## src/qafs_pkg.sv

```systemverilog
// ----------------------------------------------------------------------------
// qafs_pkg
// Shared types and byte constants for the quote-aware field splitter.
// ----------------------------------------------------------------------------
`default_nettype none

package qafs_pkg;

    localparam logic [7:0] DELIM_RESET = 8'd44;
    localparam logic [7:0] MAXF_RESET  = 8'd0;

    localparam logic [1:0] CFG_DELIMITER  = 2'd0;
    localparam logic [1:0] CFG_MAX_FIELDS = 2'd1;

    localparam logic [1:0] MODE_TOP    = 2'd0;
    localparam logic [1:0] MODE_QUOTE  = 2'd1;
    localparam logic [1:0] MODE_BRACK  = 2'd2;
    localparam logic [1:0] MODE_BQUOTE = 2'd3;

    localparam logic [1:0] KIND_NONE = 2'd3;

    localparam logic [7:0] CH_SPACE  = 8'h20;
    localparam logic [7:0] CH_TAB    = 8'h09;
    localparam logic [7:0] CH_LF     = 8'h0A;
    localparam logic [7:0] CH_CR     = 8'h0D;
    localparam logic [7:0] CH_DQUOTE = 8'h22;
    localparam logic [7:0] CH_SQUOTE = 8'h27;
    localparam logic [7:0] CH_BQUOTE = 8'h60;
    localparam logic [7:0] CH_BSLASH = 8'h5C;

    typedef struct packed {
        logic [7:0] out_byte;
        logic       keep;
        logic       field_end;
        logic [7:0] field_index;
        logic       last;
        logic       final_field_present;
    } t_result;

    function automatic logic is_space(input logic [7:0] b);
        return (b == CH_SPACE) || (b == CH_TAB) || (b == CH_LF) || (b == CH_CR);
    endfunction

    function automatic logic [1:0] quote_code(input logic [7:0] b);
        case (b)
            CH_DQUOTE: quote_code = 2'd0;
            CH_SQUOTE: quote_code = 2'd1;
            CH_BQUOTE: quote_code = 2'd2;
            default:   quote_code = KIND_NONE;
        endcase
    endfunction

    function automatic logic [1:0] open_code(input logic [7:0] b);
        case (b)
            8'h28:   open_code = 2'd0;
            8'h5B:   open_code = 2'd1;
            8'h7B:   open_code = 2'd2;
            default: open_code = KIND_NONE;
        endcase
    endfunction

    function automatic logic [7:0] quote_byte(input logic [1:0] k);
        case (k)
            2'd0:    quote_byte = CH_DQUOTE;
            2'd1:    quote_byte = CH_SQUOTE;
            2'd2:    quote_byte = CH_BQUOTE;
            default: quote_byte = 8'h00;
        endcase
    endfunction

    function automatic logic [7:0] open_byte(input logic [1:0] k);
        case (k)
            2'd0:    open_byte = 8'h28;
            2'd1:    open_byte = 8'h5B;
            2'd2:    open_byte = 8'h7B;
            default: open_byte = 8'h00;
        endcase
    endfunction

    function automatic logic [7:0] close_byte(input logic [1:0] k);
        case (k)
            2'd0:    close_byte = 8'h29;
            2'd1:    close_byte = 8'h5D;
            2'd2:    close_byte = 8'h7D;
            default: close_byte = 8'h00;
        endcase
    endfunction

endpackage

`default_nettype wire

```

## src/qafs_scan.sv

```systemverilog
// ----------------------------------------------------------------------------
// qafs_scan
// Scanner state, config registers and per-byte classification.
// ----------------------------------------------------------------------------
`default_nettype none

module qafs_scan #(
    parameter int NEST_BITS = 8
) (
    input  wire                   i_clk,
    input  wire                   i_rst_n,
    input  wire                   i_cfg_we,
    input  wire  [1:0]            i_cfg_index,
    input  wire  [7:0]            i_cfg_data,
    input  wire                   i_accept,
    input  wire  [7:0]            i_text_byte,
    input  wire                   i_is_last,
    output qafs_pkg::t_result     o_result
);

    localparam logic [NEST_BITS-1:0] NEST_MAX = {NEST_BITS{1'b1}};
    localparam logic [NEST_BITS-1:0] NEST_ONE = {{(NEST_BITS-1){1'b0}}, 1'b1};

    logic [7:0]           r_delim,  r_maxf;
    logic [1:0]           r_mode,   n_mode;
    logic [1:0]           r_qkind,  n_qkind;
    logic [1:0]           r_bkind,  n_bkind;
    logic [NEST_BITS-1:0] r_nest,   n_nest;
    logic                 r_esc,    n_esc;
    logic                 r_skip,   n_skip;
    logic [7:0]           r_fdone,  n_fdone;
    logic                 r_htext,  n_htext;

    logic       keep, fend, limited;
    logic [1:0] qc, oc;

    always_comb begin
        qc      = qafs_pkg::quote_code(i_text_byte);
        oc      = qafs_pkg::open_code(i_text_byte);
        limited = (r_maxf != 8'd0) && (({1'b0, r_fdone} + 9'd1) >= {1'b0, r_maxf});
        keep    = 1'b1;
        fend    = 1'b0;
        n_mode  = r_mode;
        n_qkind = r_qkind;
        n_bkind = r_bkind;
        n_nest  = r_nest;
        n_esc   = r_esc;
        n_skip  = r_skip;
        n_fdone = r_fdone;
        n_htext = r_htext;
        case (r_mode)
            qafs_pkg::MODE_TOP: begin
                if (r_skip && !qafs_pkg::is_space(r_delim)
                        && qafs_pkg::is_space(i_text_byte)) begin
                    keep = 1'b0;
                end else begin
                    n_skip = 1'b0;
                    if (limited) begin
                        keep = 1'b1;
                    end else if (qc != qafs_pkg::KIND_NONE) begin
                        n_mode  = qafs_pkg::MODE_QUOTE;
                        n_qkind = qc;
                        n_esc   = 1'b0;
                    end else if (oc != qafs_pkg::KIND_NONE) begin
                        n_mode  = qafs_pkg::MODE_BRACK;
                        n_bkind = oc;
                        n_nest  = NEST_ONE;
                        n_esc   = 1'b0;
                    end else if (i_text_byte == r_delim) begin
                        keep    = 1'b0;
                        fend    = 1'b1;
                        if (r_fdone != 8'hFF) n_fdone = r_fdone + 8'd1;
                        n_htext = 1'b0;
                        n_skip  = 1'b1;
                    end
                end
            end
            qafs_pkg::MODE_QUOTE, qafs_pkg::MODE_BQUOTE: begin
                if (r_esc) begin
                    n_esc = 1'b0;
                end else if (i_text_byte == qafs_pkg::quote_byte(r_qkind)) begin
                    n_mode = (r_mode == qafs_pkg::MODE_BQUOTE) ?
                             qafs_pkg::MODE_BRACK : qafs_pkg::MODE_TOP;
                end else if (i_text_byte == qafs_pkg::CH_BSLASH) begin
                    n_esc = 1'b1;
                end
            end
            default: begin
                if (r_esc) begin
                    n_esc = 1'b0;
                end else if (qc != qafs_pkg::KIND_NONE) begin
                    n_mode  = qafs_pkg::MODE_BQUOTE;
                    n_qkind = qc;
                end else if (i_text_byte == qafs_pkg::open_byte(r_bkind)) begin
                    if (r_nest != NEST_MAX) n_nest = r_nest + NEST_ONE;
                end else if (i_text_byte == qafs_pkg::close_byte(r_bkind)) begin
                    if (r_nest != '0) n_nest = r_nest - NEST_ONE;
                    if (n_nest == '0) n_mode = qafs_pkg::MODE_TOP;
                end else if (i_text_byte == qafs_pkg::CH_BSLASH) begin
                    n_esc = 1'b1;
                end
            end
        endcase
        if (keep) n_htext = 1'b1;

        o_result.out_byte            = i_text_byte;
        o_result.keep                = keep;
        o_result.field_end           = fend;
        o_result.field_index         = r_fdone;
        o_result.last                = i_is_last;
        o_result.final_field_present = i_is_last & n_htext;
    end

    always_ff @(posedge i_clk) begin
        if (!i_rst_n) begin
            r_delim <= qafs_pkg::DELIM_RESET;
            r_maxf  <= qafs_pkg::MAXF_RESET;
        end else if (i_cfg_we) begin
            if (i_cfg_index == qafs_pkg::CFG_DELIMITER)  r_delim <= i_cfg_data;
            if (i_cfg_index == qafs_pkg::CFG_MAX_FIELDS) r_maxf  <= i_cfg_data;
        end
    end

    always_ff @(posedge i_clk) begin
        if (!i_rst_n || (i_accept && i_is_last)) begin
            r_mode  <= qafs_pkg::MODE_TOP;
            r_qkind <= 2'd0;
            r_bkind <= 2'd0;
            r_nest  <= '0;
            r_esc   <= 1'b0;
            r_skip  <= 1'b1;
            r_fdone <= 8'd0;
            r_htext <= 1'b0;
        end else if (i_accept) begin
            r_mode  <= n_mode;
            r_qkind <= n_qkind;
            r_bkind <= n_bkind;
            r_nest  <= n_nest;
            r_esc   <= n_esc;
            r_skip  <= n_skip;
            r_fdone <= n_fdone;
            r_htext <= n_htext;
        end
    end

endmodule

`default_nettype wire

```

## src/qafs_skid.sv

```systemverilog
// ----------------------------------------------------------------------------
// qafs_skid
// Result register with one skid entry; stall to the source is registered.
// ----------------------------------------------------------------------------
`default_nettype none

module qafs_skid (
    input  wire                     i_clk,
    input  wire                     i_rst_n,
    input  wire                     i_valid,
    output logic                    o_stall,
    input  wire  qafs_pkg::t_result i_data,
    output logic                    o_valid,
    input  wire                     i_stall,
    output qafs_pkg::t_result       o_data
);

    logic              r_main_v, r_skid_v;
    qafs_pkg::t_result r_main,   r_skid;
    logic              accept, take;

    assign o_stall = r_skid_v;
    assign accept  = i_valid && !r_skid_v;
    assign take    = r_main_v && !i_stall;
    assign o_valid = r_main_v;
    assign o_data  = r_main;

    always_ff @(posedge i_clk) begin
        if (!i_rst_n) begin
            r_main_v <= 1'b0;
            r_skid_v <= 1'b0;
        end else if (take) begin
            if (r_skid_v) begin
                r_main   <= r_skid;
                r_skid_v <= 1'b0;
            end else begin
                r_main_v <= accept;
                r_main   <= i_data;
            end
        end else if (!r_main_v) begin
            r_main_v <= accept;
            r_main   <= i_data;
        end else if (accept) begin
            r_skid   <= i_data;
            r_skid_v <= 1'b1;
        end
    end

endmodule

`default_nettype wire

```

## src/quote_aware_field_splitter.sv

```systemverilog
// ----------------------------------------------------------------------------
// quote_aware_field_splitter
// An accepted byte's result is registered in a two-entry buffer: the main
// result register, plus a skid entry that takes one more byte while a result
// is stalled, then raises o_stall. One byte per cycle while o_stall is low.
// Reset (synchronous, active low) restores delimiter 44, no field limit,
// and top-level scan state; results in flight are dropped.
// ----------------------------------------------------------------------------
`default_nettype none

module quote_aware_field_splitter #(
    parameter int NEST_BITS = 8
) (
    input  wire        i_clk,
    input  wire        i_rst_n,
    input  wire        i_cfg_we,
    input  wire  [1:0] i_cfg_index,
    input  wire  [7:0] i_cfg_data,
    input  wire        i_valid,
    output logic       o_stall,
    input  wire  [7:0] i_text_byte,
    input  wire        i_is_last,
    output logic       o_valid,
    input  wire        i_stall,
    output logic [7:0] o_out_byte,
    output logic       o_keep,
    output logic       o_field_end,
    output logic [7:0] o_field_index,
    output logic       o_last,
    output logic       o_final_field_present
);

    qafs_pkg::t_result scan_res, out_res;
    logic              accept;

    assign accept = i_valid && !o_stall;

    qafs_scan #(
        .NEST_BITS (NEST_BITS)
    ) u_scan (
        .i_clk       (i_clk),
        .i_rst_n     (i_rst_n),
        .i_cfg_we    (i_cfg_we),
        .i_cfg_index (i_cfg_index),
        .i_cfg_data  (i_cfg_data),
        .i_accept    (accept),
        .i_text_byte (i_text_byte),
        .i_is_last   (i_is_last),
        .o_result    (scan_res)
    );

    qafs_skid u_skid (
        .i_clk   (i_clk),
        .i_rst_n (i_rst_n),
        .i_valid (i_valid),
        .o_stall (o_stall),
        .i_data  (scan_res),
        .o_valid (o_valid),
        .i_stall (i_stall),
        .o_data  (out_res)
    );

    assign o_out_byte            = out_res.out_byte;
    assign o_keep                = out_res.keep;
    assign o_field_end           = out_res.field_end;
    assign o_field_index         = out_res.field_index;
    assign o_last                = out_res.last;
    assign o_final_field_present = out_res.final_field_present;

endmodule

`default_nettype wire
```

## config.mk

```make
export PLATFORM = sky130hd
export DESIGN_NAME = quote_aware_field_splitter
export DESIGN_NICKNAME = d
export VERILOG_FILES = /design/src/qafs_pkg.sv /design/src/qafs_scan.sv /design/src/qafs_skid.sv /design/src/quote_aware_field_splitter.sv
export SDC_FILE = /design/constraint.sdc
export NUM_CORES = 1
export LEC_CHECK = 0
export BUFFER_PORTS_ARGS = -buffer_cell sky130_fd_sc_hd__buf_4
export CAP_MARGIN = 20
export CORE_ASPECT_RATIO = 1.1
export CORE_MARGIN = 2
export CORE_UTILIZATION = 25
export DETAILED_ROUTE_END_ITERATION = 6
export GPL_TIMING_DRIVEN = 0
export PLACE_DENSITY_LB_ADDON = 0.08
export SLEW_MARGIN = 20
export SYNTH_ARGS = -nofsm -noshare
export SYNTH_HDL_FRONTEND = slang
export SYNTH_SLANG_ARGS = --single-unit
```

## constraint.sdc

```tcl
create_clock -name i_clk -period 4.35 [get_ports i_clk]
set_clock_uncertainty 0.15 [all_clocks]
set_input_delay 0.2175 -clock i_clk [delete_from_list [all_inputs] [get_ports i_clk]]
set_output_delay 0.2175 -clock i_clk [all_outputs]
set_load 0.005 [all_outputs]
```

## Yosys cells after proc, flatten, opt, wreduce, memory -nomap -nowiden

Cells that the tools add are included.

| storage, ports and cells | value |
|---|---|
| input bits | 24 |
| logic and storage cells | 205 |
| register bits | 83 |

| cells by class | value |
|---|---|
| equality and inequality tests | 41 |
| bitwise logic cells | 8 |
| reduce and logical (&&, ||, !) cells | 42 |
| order comparisons | 1 |
| mux-type cells | 85 |
| $add $sub $neg | 4 |

Operator list:

| operator | count |
|---|---|
| $mux W8 | 24 |
| $pmux W7 S3 | 3 |
| $mux W20 | 3 |
| $eq A8 B4 Y1 const B | 6 |
| $eq A8 B6 Y1 const B | 5 |
| $mux W1 | 33 |
| $eq A8 B7 Y1 const B | 4 |
| $eq A8 B8 Y1 | 4 |
| $mux W2 | 16 |
| $add A8 B1 Y8 const B | 2 |
| $ne A2 B2 Y1 const B | 8 |
| $ne A8 B8 Y1 const B | 2 |
| $pmux W8 S2 | 1 |
| $reduce_bool A8 Y1 | 2 |
| $pmux W2 S3 | 2 |
| $reduce_and A10 Y1 | 1 |
| $add A8 B1 Y9 const B | 1 |
| $ge A9 B8 Y1 | 1 |
| $reduce_and A9 Y1 | 1 |
| $eq A2 B1 Y1 const B | 4 |
| $logic_not A2 Y1 | 4 |
| $logic_not A8 Y1 | 1 |
| $pmux W2 S2 | 2 |
| $reduce_and A2 Y1 | 4 |
| 21 further kinds | 47 |

## Logic depth before layout (Yosys ltp)

Gate-level depths: netlist of run 1.

| depth | value |
|---|---|
| depth after elaboration | 24 |
| mapped depth | 12 |
| depth with buffers taken out | 11 |

## Modules after synthesis

From an unflattened synthesis of run 1, not the netlist that was laid out.

| second synthesis, totals | value |
|---|---|
| cell total of the unflattened synthesis | 494 |
| area, all modules | 5,046.1 sq um |

Modules (own cells, without submodules):

| module | cells each | times used | area each (sq um) | seq. area each (sq um) |
|---|---|---|---|---|
| qafs_scan | 420 | 1 | 3,392.0 | 820.8 |
| qafs_skid | 73 | 1 | 1,640.3 | 1,241.2 |
| quote_aware_field_splitter | 1 | 1 | 13.8 | 0.0 |

## Worst setup path after synthesis of run 1

Ideal clock, no wire load.

| path | value |
|---|---|
| path type | reg2reg |
| from | register u_scan.r_fdone[0] |
| to | register u_skid.r_main (netlist bit u_skid.o_data[10]) (data pin) |
| data arrival time | 2,771 ps |
| library setup time | 260 ps |
| cell stages (with the launch flop) | 12 |
| slack | 1,169 ps |
| data required time | 3,940 ps |
| period minus slack after synthesis | 3,181 ps |
| cells stage by stage | dfxtp_1 ha_1 and3_1 and3_1 xor2_1 ha_1 nand4_1 o311a_2 o21ai_2 nor2b_1 and2_1 mux2_2 |

RTL lines:

| item | line | RTL |
|---|---|---|
| from (decl) | qafs_scan.sv:31 | `logic [7:0] r_fdone, n_fdone;` |
| from (signal assigned) | qafs_scan.sv:141 | `r_fdone <= n_fdone;` |
| to (signal assigned) | qafs_skid.sv:34 | `r_main <= r_skid;` |
| to (signal assigned) | qafs_skid.sv:38 | `r_main <= i_data;` |
| to (signal assigned) | qafs_skid.sv:42 | `r_main <= i_data;` |
| to (decl) | qafs_skid.sv:19 | `qafs_pkg::t_result r_main, r_skid;` |

## Worst setup path after layout of run 1

| path | value |
|---|---|
| from | register u_scan.r_fdone[0] |
| to | register u_scan.r_nest[1] |

| between the ends | value |
|---|---|
| word-level cells in the longest chain between the ends | 5 |

RTL lines:

| item | line | RTL |
|---|---|---|
| $add A8 B1 Y9 | qafs_scan.sv:40 | `limited = (r_maxf != 8'd0) && (({1'b0, r_fdone} + 9'd1) >= {1'b0, r_maxf});` |
| $ge A9 B8 Y1 | qafs_scan.sv:40 |  |
| $logic_and A1 B1 Y1 | qafs_scan.sv:40 |  |
| $ne A2 B2 Y1 (no source line) | - |  |
| $reduce_and A9 Y1 (no source line) | - |  |
| to (signal assigned) | qafs_scan.sv:138 | `r_nest <= n_nest;` |
| to (decl) | qafs_scan.sv:28 | `logic [NEST_BITS-1:0] r_nest, n_nest;` |

No other way between the ends.
A chain may end at the register's enable or synchronous reset.

==> impl_metrics.json, run 1 <==
{
  "fillers": 2000,
  "crit_fanout": 8,
  "ys_ff_latch": 83,
  "ir_drop_uv": 183.7,
  "fin_util": 0.3140,
  "cts_max_path_buffers": 2,
  "drc": 0,
  "critPathLaunchType": "flip-flop",
  "synth-edff-count": 40,
  "top_layer_used": "met4",
  "power_uw": 1807,
  "finalWirelength_um": 13120,
  "synth.net_count": 541,
  "synth_top_area_share": 0.2518,
  "detail-route-antenna-nets": 0,
  "die_h_um": 148.9,
  "tightest_slew_ns": 0.7424,
  "rrSetupSlack_ns": 0.71,
  "cts_buffers": 9,
  "totalNegativeSetupSlack_ns": 0,
  "rows": 53,
  "min_to": "u_skid.o_stall$_SDFFE_PP0P_",
  "final_nets": 618,
  "htreeDepth": 3,
  "port_buffers": 45,
  "fin_crit_sh": 0.8376,
  "vias_per_cell": 4.718,
  "cts_sinks": 83,
  "synth_area_sq_um": 4771,
  "required_ns": 4.44,
  "timing.rr.start": "u_scan.r_fdone[0]$_SDFFE_PP0P_",
  "drv_slew": 0,
  "ys_seq_area_frac": 0.4322,
  "coreArea_sq_um": 18900,
  "antenna_cells_inserted": 0,
  "yosys_warnings": 0,
  "min_period_ns": 3.643,
  "vias": 3930,
  "syn-instance-count": 504,
  "min_delay_path_depth": 3,
  "grt_pass1_wl_um": 21080,
  "r2r-end": "u_scan.r_nest[1]$_SDFFE_PP0P_",
  "dieArea_sq_um": 20210,
  "ios": 46,
  "insertion_delay_ns": 0.35,
  "synth_common_cells": "nand2_1 (88), dfxtp_1 (43), edfxtp_1 (40), nor2_1 (25), mux2i_1 (24)",
  "outcome": "complete, no violations",
  "grt_pass1_vias": 3782,
  "dp_hpwl_um": 9956,
  "wl_met2_um": 6097,
  "max_slew_margin": 0.4981,
  "path_class": "reg2reg",
  "grt_max_degree": 18,
  "dominantRegCellSynth": "dfxtp_1",
  "reg2reg_depth": 12,
  "route.met3.wl_um": 493,
  "hp-class": "in2reg",
  "setup_viol": 0,
  "arrival_ns": 3.73,
  "globalplace.congestion": 0.8134,
  "hold_start": "i_stall",
  "cellPowerDensity_nw_per_um2": 304.5,
  "drtPass1Iterations": 4,
  "endpoint_kind": "flip-flop",
  "wl_met1_um": 6301,
  "leakagePower_uw": 0.002293,
  "yosysUniqueCellTypes": 69,
  "routedWlPerCell_um": 15.75,
  "final_hold_viol_count": 0,
  "synth_largest_area_cell": "edfxtp_1",
  "root_buffer": "clkbuf_16",
  "cts_tree": "built",
  "max_freq_mhz": 274.5,
  "synth_most_common_cell": "nand2_1",
  "clk_pin_slew_ns": 0.08,
  "drive_gt1_frac": 0.1724,
  "synthTopCellsByArea": "edfxtp_1 (25%), dfxtp_1 (18%), nand2_1 (6.9%)",
  "syn_to_final_growth_pct": 24.39,
  "drtIter0Drc": 245,
  "fp.dieW_um": 135.7,
  "grt_antenna_before_repair": 0,
  "grt_usage": 0.1366,
  "rsz0062_at_grt": "no",
  "initial_core_util": 0.2524,
  "maxCapViolations": 0,
  "async_flop_share": 0,
  "synth.avg_cell_area_sq_um": 9.466,
  "grt_overflow": 0
}
==> worst max path at each step <==
stage / from / to / slack [ns] / cells past startpoint
floorplan: u_scan.r_fdone[0]$_SDFFE_PP0P_ / u_skid.o_data[10]$_DFFE_PP_ / 1.17 / 11
global placement: i_rst_n / u_skid.o_data[17]$_DFFE_PP_ / 0.71 / 3
detailed placement: u_scan.r_fdone[0]$_SDFFE_PP0P_ / u_scan.r_nest[1]$_SDFFE_PP0P_ / 0.71 / 12
CTS: u_scan.r_fdone[0]$_SDFFE_PP0P_ / u_scan.r_nest[1]$_SDFFE_PP0P_ / 0.69 / 12
global route: u_scan.r_fdone[0]$_SDFFE_PP0P_ / u_scan.r_nest[1]$_SDFFE_PP0P_ / 0.47 / 12
finish: u_scan.r_fdone[0]$_SDFFE_PP0P_ / u_scan.r_nest[1]$_SDFFE_PP0P_ / 0.71 / 12
==> worst max-delay path, cell delays in order, from the launching register on <==
cell and delay, ns:
dfxtp_1 0.47, ha_1 0.28, and3_1 0.27, and3_1 0.26, xor2_1 0.11, ha_1 0.34
nand4_1 0.09, o311a_2 0.42, o21ai_2 0.39, o32ai_4 0.21, o211a_1 0.18, buf_6 0.15
o211a_1 0.22
==> where the power goes <==
group	internal, uW	switching (uW)
registers	838	12.4
clock network	404	369
logic	86.2	98.3
total	1330	479
==> through the flow <==
stage               std cells  setup slack (ns)  cell area (sq um)  hold slack, ns
floorplan                 504             1.169               4771          0.1664
global placement          796            0.7096               5418          0.2620
detailed placement        799            0.7116               5459          0.2610
CTS                       833            0.6939               5934         0.02204
global route              833            0.4652               5934         0.06642
finish                    833            0.7066               5934         0.03055
==> layout by cell type, fill, tap and decap left out, drive strengths merged, types with 5 or more instances in the layout <==
cell / n
nand2: 89
buf: 59
dfxtp: 43
edfxtp: 40
clkbuf: 27
nor2: 25
mux2i: 24
nand3: 21
inv: 20
dlygate4sd3: 18
o21ai: 18
xnor2: 15
a21oi: 14
nor2b: 14
ha: 13
xor2: 8
nand4: 8
nor3: 8
or3: 8
nand2b: 7
a31oi: 7
nor4: 7
o211ai: 6
a211oi: 6
and3: 5
nor3b: 5
o21a: 5
==> final cells by class <==
class	instances	area, sq um	area share
well taps	247	309.0	0.05208
inverters	16	60.06	0.01012
repair buffers	66	548.0	0.09235
clock inverters	7	70.07	0.01181
plain buffers	29	153.9	0.02593
flip-flops and latches	83	2062	0.3475
multi-input cells	376	2506	0.4223
clock buffers	9	225.2	0.03795
==> cells by family (layout without fill, tap and decap cells) <==
kind of cell | count (synthesis) | in the layout | synth area share
adders and majority gates | 13 | 13 | 0.03409
AOI/OAI and AO/OA | 91 | 91 | 0.1471
and+or+nand+nor | 224 | 224 | 0.2468
DFF | 83 | 83 | 0.4322
muxes | 25 | 25 | 0.05271
xor gates and xnor gates | 23 | 23 | 0.04223
buffers and inverters | 45 | 127 | 0.04485
==> repair_timing <==
item                                   CTS  global route
resized for setup                        0             0
buffers inserted                         0             0
endpoints found under the hold margin   24             0
hold buffers                            18             0
==> state kept, by name, summed over array words and instances (netlist names) <==
| register | count |
|---|---|
| u_scan.r_qkind | 2 |
| u_skid.o_valid | 1 |
| u_skid.o_stall | 1 |
| u_scan.r_bkind | 2 |
| u_scan.r_delim | 8 |
| u_scan.r_maxf | 8 |
| u_scan.r_esc | 1 |
| u_scan.r_fdone | 8 |
| u_skid.o_data | 20 |
| u_scan.r_nest | 8 |
| u_skid.r_skid | 20 |
| u_scan.r_mode | 2 |
| u_scan.r_htext | 1 |
| u_scan.r_skip | 1 |
==> layer usage <==
metal,track usage,vias up
met1,0.1822,1846
met4,0.05885,0
met3,0.02175,14
met2,0.2187,73
li1,-,1997
met5,0,-
Power figures use the tool's default switching activity.
==> inputs of run 2 (changes only) <==
- ABC_AREA: not set -> 1
- clock period: 4.35 -> 3 ns (I/O delays scaled with it)
==> impl_metrics.json, run 2 <==
{
  "outcome": "complete, no violations",
  "grt_pass1_wl_um": 21090,
  "max_stage_delay_ns": 0.38,
  "die_h_um": 147.2,
  "crit_fanout": 9,
  "cts_sinks": 83,
  "drive_gt1_frac": 0.1842,
  "max_freq_mhz": 364.0,
  "synth-edff-count": 40,
  "worst_slack_ns": 0.2524,
  "synth-compound-area-share": 0.1315,
  "finalWirelength_um": 12960,
  "muxShareOfSynthArea": 0.002415,
  "ys_seq_area_frac": 0.4422,
  "crit_chain": "inv_2 -> nor4_2 -> nand2_1 -> xor2_1 -> inv_1 -> ha_1 -> nand2_1 -> inv_1 -> nand2_1 -> nand2_1 -> nand2_1 -> nand2_1 -> nand3_2 -> nand2_2 -> nor2_4 -> buf_12 -> nand2_4 -> inv_6 -> nor2_2 -> nor2_2",
  "async_flop_share": 0,
  "dominantRegCellSynth": "dfxtp_1",
  "synth-xor-area-share": 0.02629,
  "final_hold_viol_count": 0,
  "rows": 52,
  "yosysUniqueCellTypes": 47,
  "synth.avg_cell_area_sq_um": 7.746,
  "path_class": "reg2reg",
  "vias": 4198,
  "synth_common_cells": "nand2_1 (135), inv_1 (71), nor2_1 (52), o21ai_0 (52), nand3_1 (46)",
  "hp-class": "in2reg",
  "syn_to_final_growth_pct": 27.15,
  "grt_usage": 0.1365,
  "yosys.area_share.simple": 0.2804,
  "synth_largest_area_cell": "edfxtp_1",
  "max_slew_margin": 0.4524,
  "drtPass1Iterations": 4,
  "detail-route-antenna-nets": 0,
  "critPathLaunchType": "flip-flop",
  "leakagePower_uw": 0.002470,
  "final_nets": 716,
  "dpl_worst_slack_ns": 0.03616,
  "final_common_cell": "nand2_1",
  "synth_most_common_cell": "nand2_1",
  "slowest_stage": "dfxtp_1",
  "drtIter0Drc": 182,
  "setup_viol": 0,
  "syn-instance-count": 602,
  "htreeDepth": 3,
  "crit_family": "simple AND/OR/NAND/NOR gates",
  "ys_ff_latch": 83,
  "worstSetupStartpoint": "u_scan.r_fdone[3]$_SDFFE_PP0P_",
  "synth.net_count": 639,
  "synth_top_area_share": 0.2576,
  "final_cell_mix": "nand2_1 (133), inv_1 (69), o21ai_0 (52)",
  "timing.rr.start": "u_scan.r_fdone[3]$_SDFFE_PP0P_",
  "min_period_ns": 2.748,
  "synthTopCellsByArea": "edfxtp_1 (26%), dfxtp_1 (18%), nand2_1 (11%)",
  "clk_pin_slew_ns": 0.07,
  "initial_core_util": 0.2542,
  "power_uw": 2794,
  "drv_slew": 0,
  "grt_pass1_vias": 4007,
  "required_ns": 3.13,
  "cts_tree": "built",
  "cellPowerDensity_nw_per_um2": 471.2,
  "arrival_ns": 2.88,
  "globalplace.congestion": 0.8443,
  "fp.dieW_um": 134.2,
  "dieArea_sq_um": 19760,
  "hold_start": "i_cfg_index[1]",
  "synthAdderAreaFrac": 0.03488,
  "ir_drop_uv": 263.9,
  "grt_overflow": 0,
  "fin_crit_sh": 0.9159,
  "dp_hpwl_um": 10140,
  "root_buffer": "clkbuf_16",
  "cts_buffers": 9,
  "fillers": 2000,
  "antenna_cells_inserted": 0,
  "ios": 46,
  "routedWlPerCell_um": 13.98,
  "drc": 0,
  "maxCapViolations": 0,
  "synth_top_family_by_area": "simple AND/OR/NAND/NOR gates",
  "grt_antenna_before_repair": 0,
  "insertion_delay_ns": 0.34,
  "yosys_warnings": 0,
  "port_buffers": 44,
  "worst-path-buf-inv": 5,
  "crit_top_cell": "nand2_1",
  "coreArea_sq_um": 18350,
  "vias_per_cell": 4.529,
  "synth_area_sq_um": 4663,
  "cts_max_path_buffers": 2,
  "tightest_slew_ns": 0.8128,
  "grt_max_degree": 17,
  "endpoint_kind": "flip-flop"
}
## run 2: changes by cell type after synthesis, moves of 17 or more
| cell | before | now |
|---|---|---|
| nor2_2 | 0 | 17 |
| nand2_1 | 88 | 135 |
| a21oi_1 | 14 | 43 |
| inv_1 | 16 | 71 |
| mux2i_1 | 24 | 0 |
| nor2_1 | 25 | 52 |
| nand3_1 | 21 | 46 |
| o21ai_0 | 15 | 52 |
## run 2: worst min-delay path, stage by stage
cell and delay (ns):
buf_4 0.08, nor2_1 0.05, o21ai_0 0.14, nor2_1 0.04
## run 2: layer usage
metal,vias up,track usage,wire length [um]
met2,82,0.2202,6158
met1,1939,0.1806,5987
met5,-,0,0
li1,2159,-,-
met4,0,0.06053,296
met3,18,0.02070,516
## run 2: metrics by stage
step	utilization	hold slack, ns	cell area, sq um	std cells	TNS (ns)
final	0.3232	0.01545	5929	927	0
after CTS	0.3195	0.006572	5862	926	0
after floorplan	-	0.09887	4663	602	0
after detailed placement	0.2905	0.1929	5330	891	0
after global routing	0.3232	0.05114	5929	927	-0.05393
after global placement	0.2887	0.1899	5298	889	-2.292
## run 2: final cells by class
class | instances | area [sq um] | area share
flip-flops and latches | 83 | 2067 | 0.3486
clock inverters | 7 | 106.4 | 0.01794
inverters | 77 | 296.5 | 0.05001
clock buffers | 9 | 225.2 | 0.03798
plain buffers | 16 | 87.58 | 0.01477
multi-input cells | 426 | 2278 | 0.3843
well taps | 243 | 304.0 | 0.05128
repair buffers | 66 | 564.3 | 0.09517
## run 2: final timing paths
check	end	slack, ns	depth (start not counted)
setup / recovery	u_scan.r_nest[7]$_SDFFE_PP0P_	0.25	20
hold / removal	u_scan.r_maxf[0]$_SDFFE_PN0P_	0.02	4
setup reg to reg	u_scan.r_nest[7]$_SDFFE_PP0P_	0.25	20
hold reg to reg	u_scan.r_bkind[1]$_SDFFE_PP0P_	0.30	2
## run 2: cells by family (layout without fill, tap and decap cells)
group,count (synthesis),after routing
compound gates,112,112
xor+xnor,14,14
fa+ha+maj,13,13
buf+inv,93,175
flops,83,83
mux,1,1
simple gates,286,286
## run 2: timing repair
action	in CTS	in global routing
setup buffers	1	1
setup endpoints to repair	1	29
resized for setup	0	16
gates cloned	0	0
pin swaps	1	4
hold buffers	18	0
endpoints found under the hold margin	27	0
## run 2: report_power, final
| group | internal (uW) | switching (uW) | leakage, uW |
|---|---|---|---|
| sequential | 1220 | 17.9 | 0.000733 |
| clock | 744 | 489 | 0.000163 |
| combinational | 131 | 189 | 0.00157 |
| total | 2100 | 695 | 0.00247 |
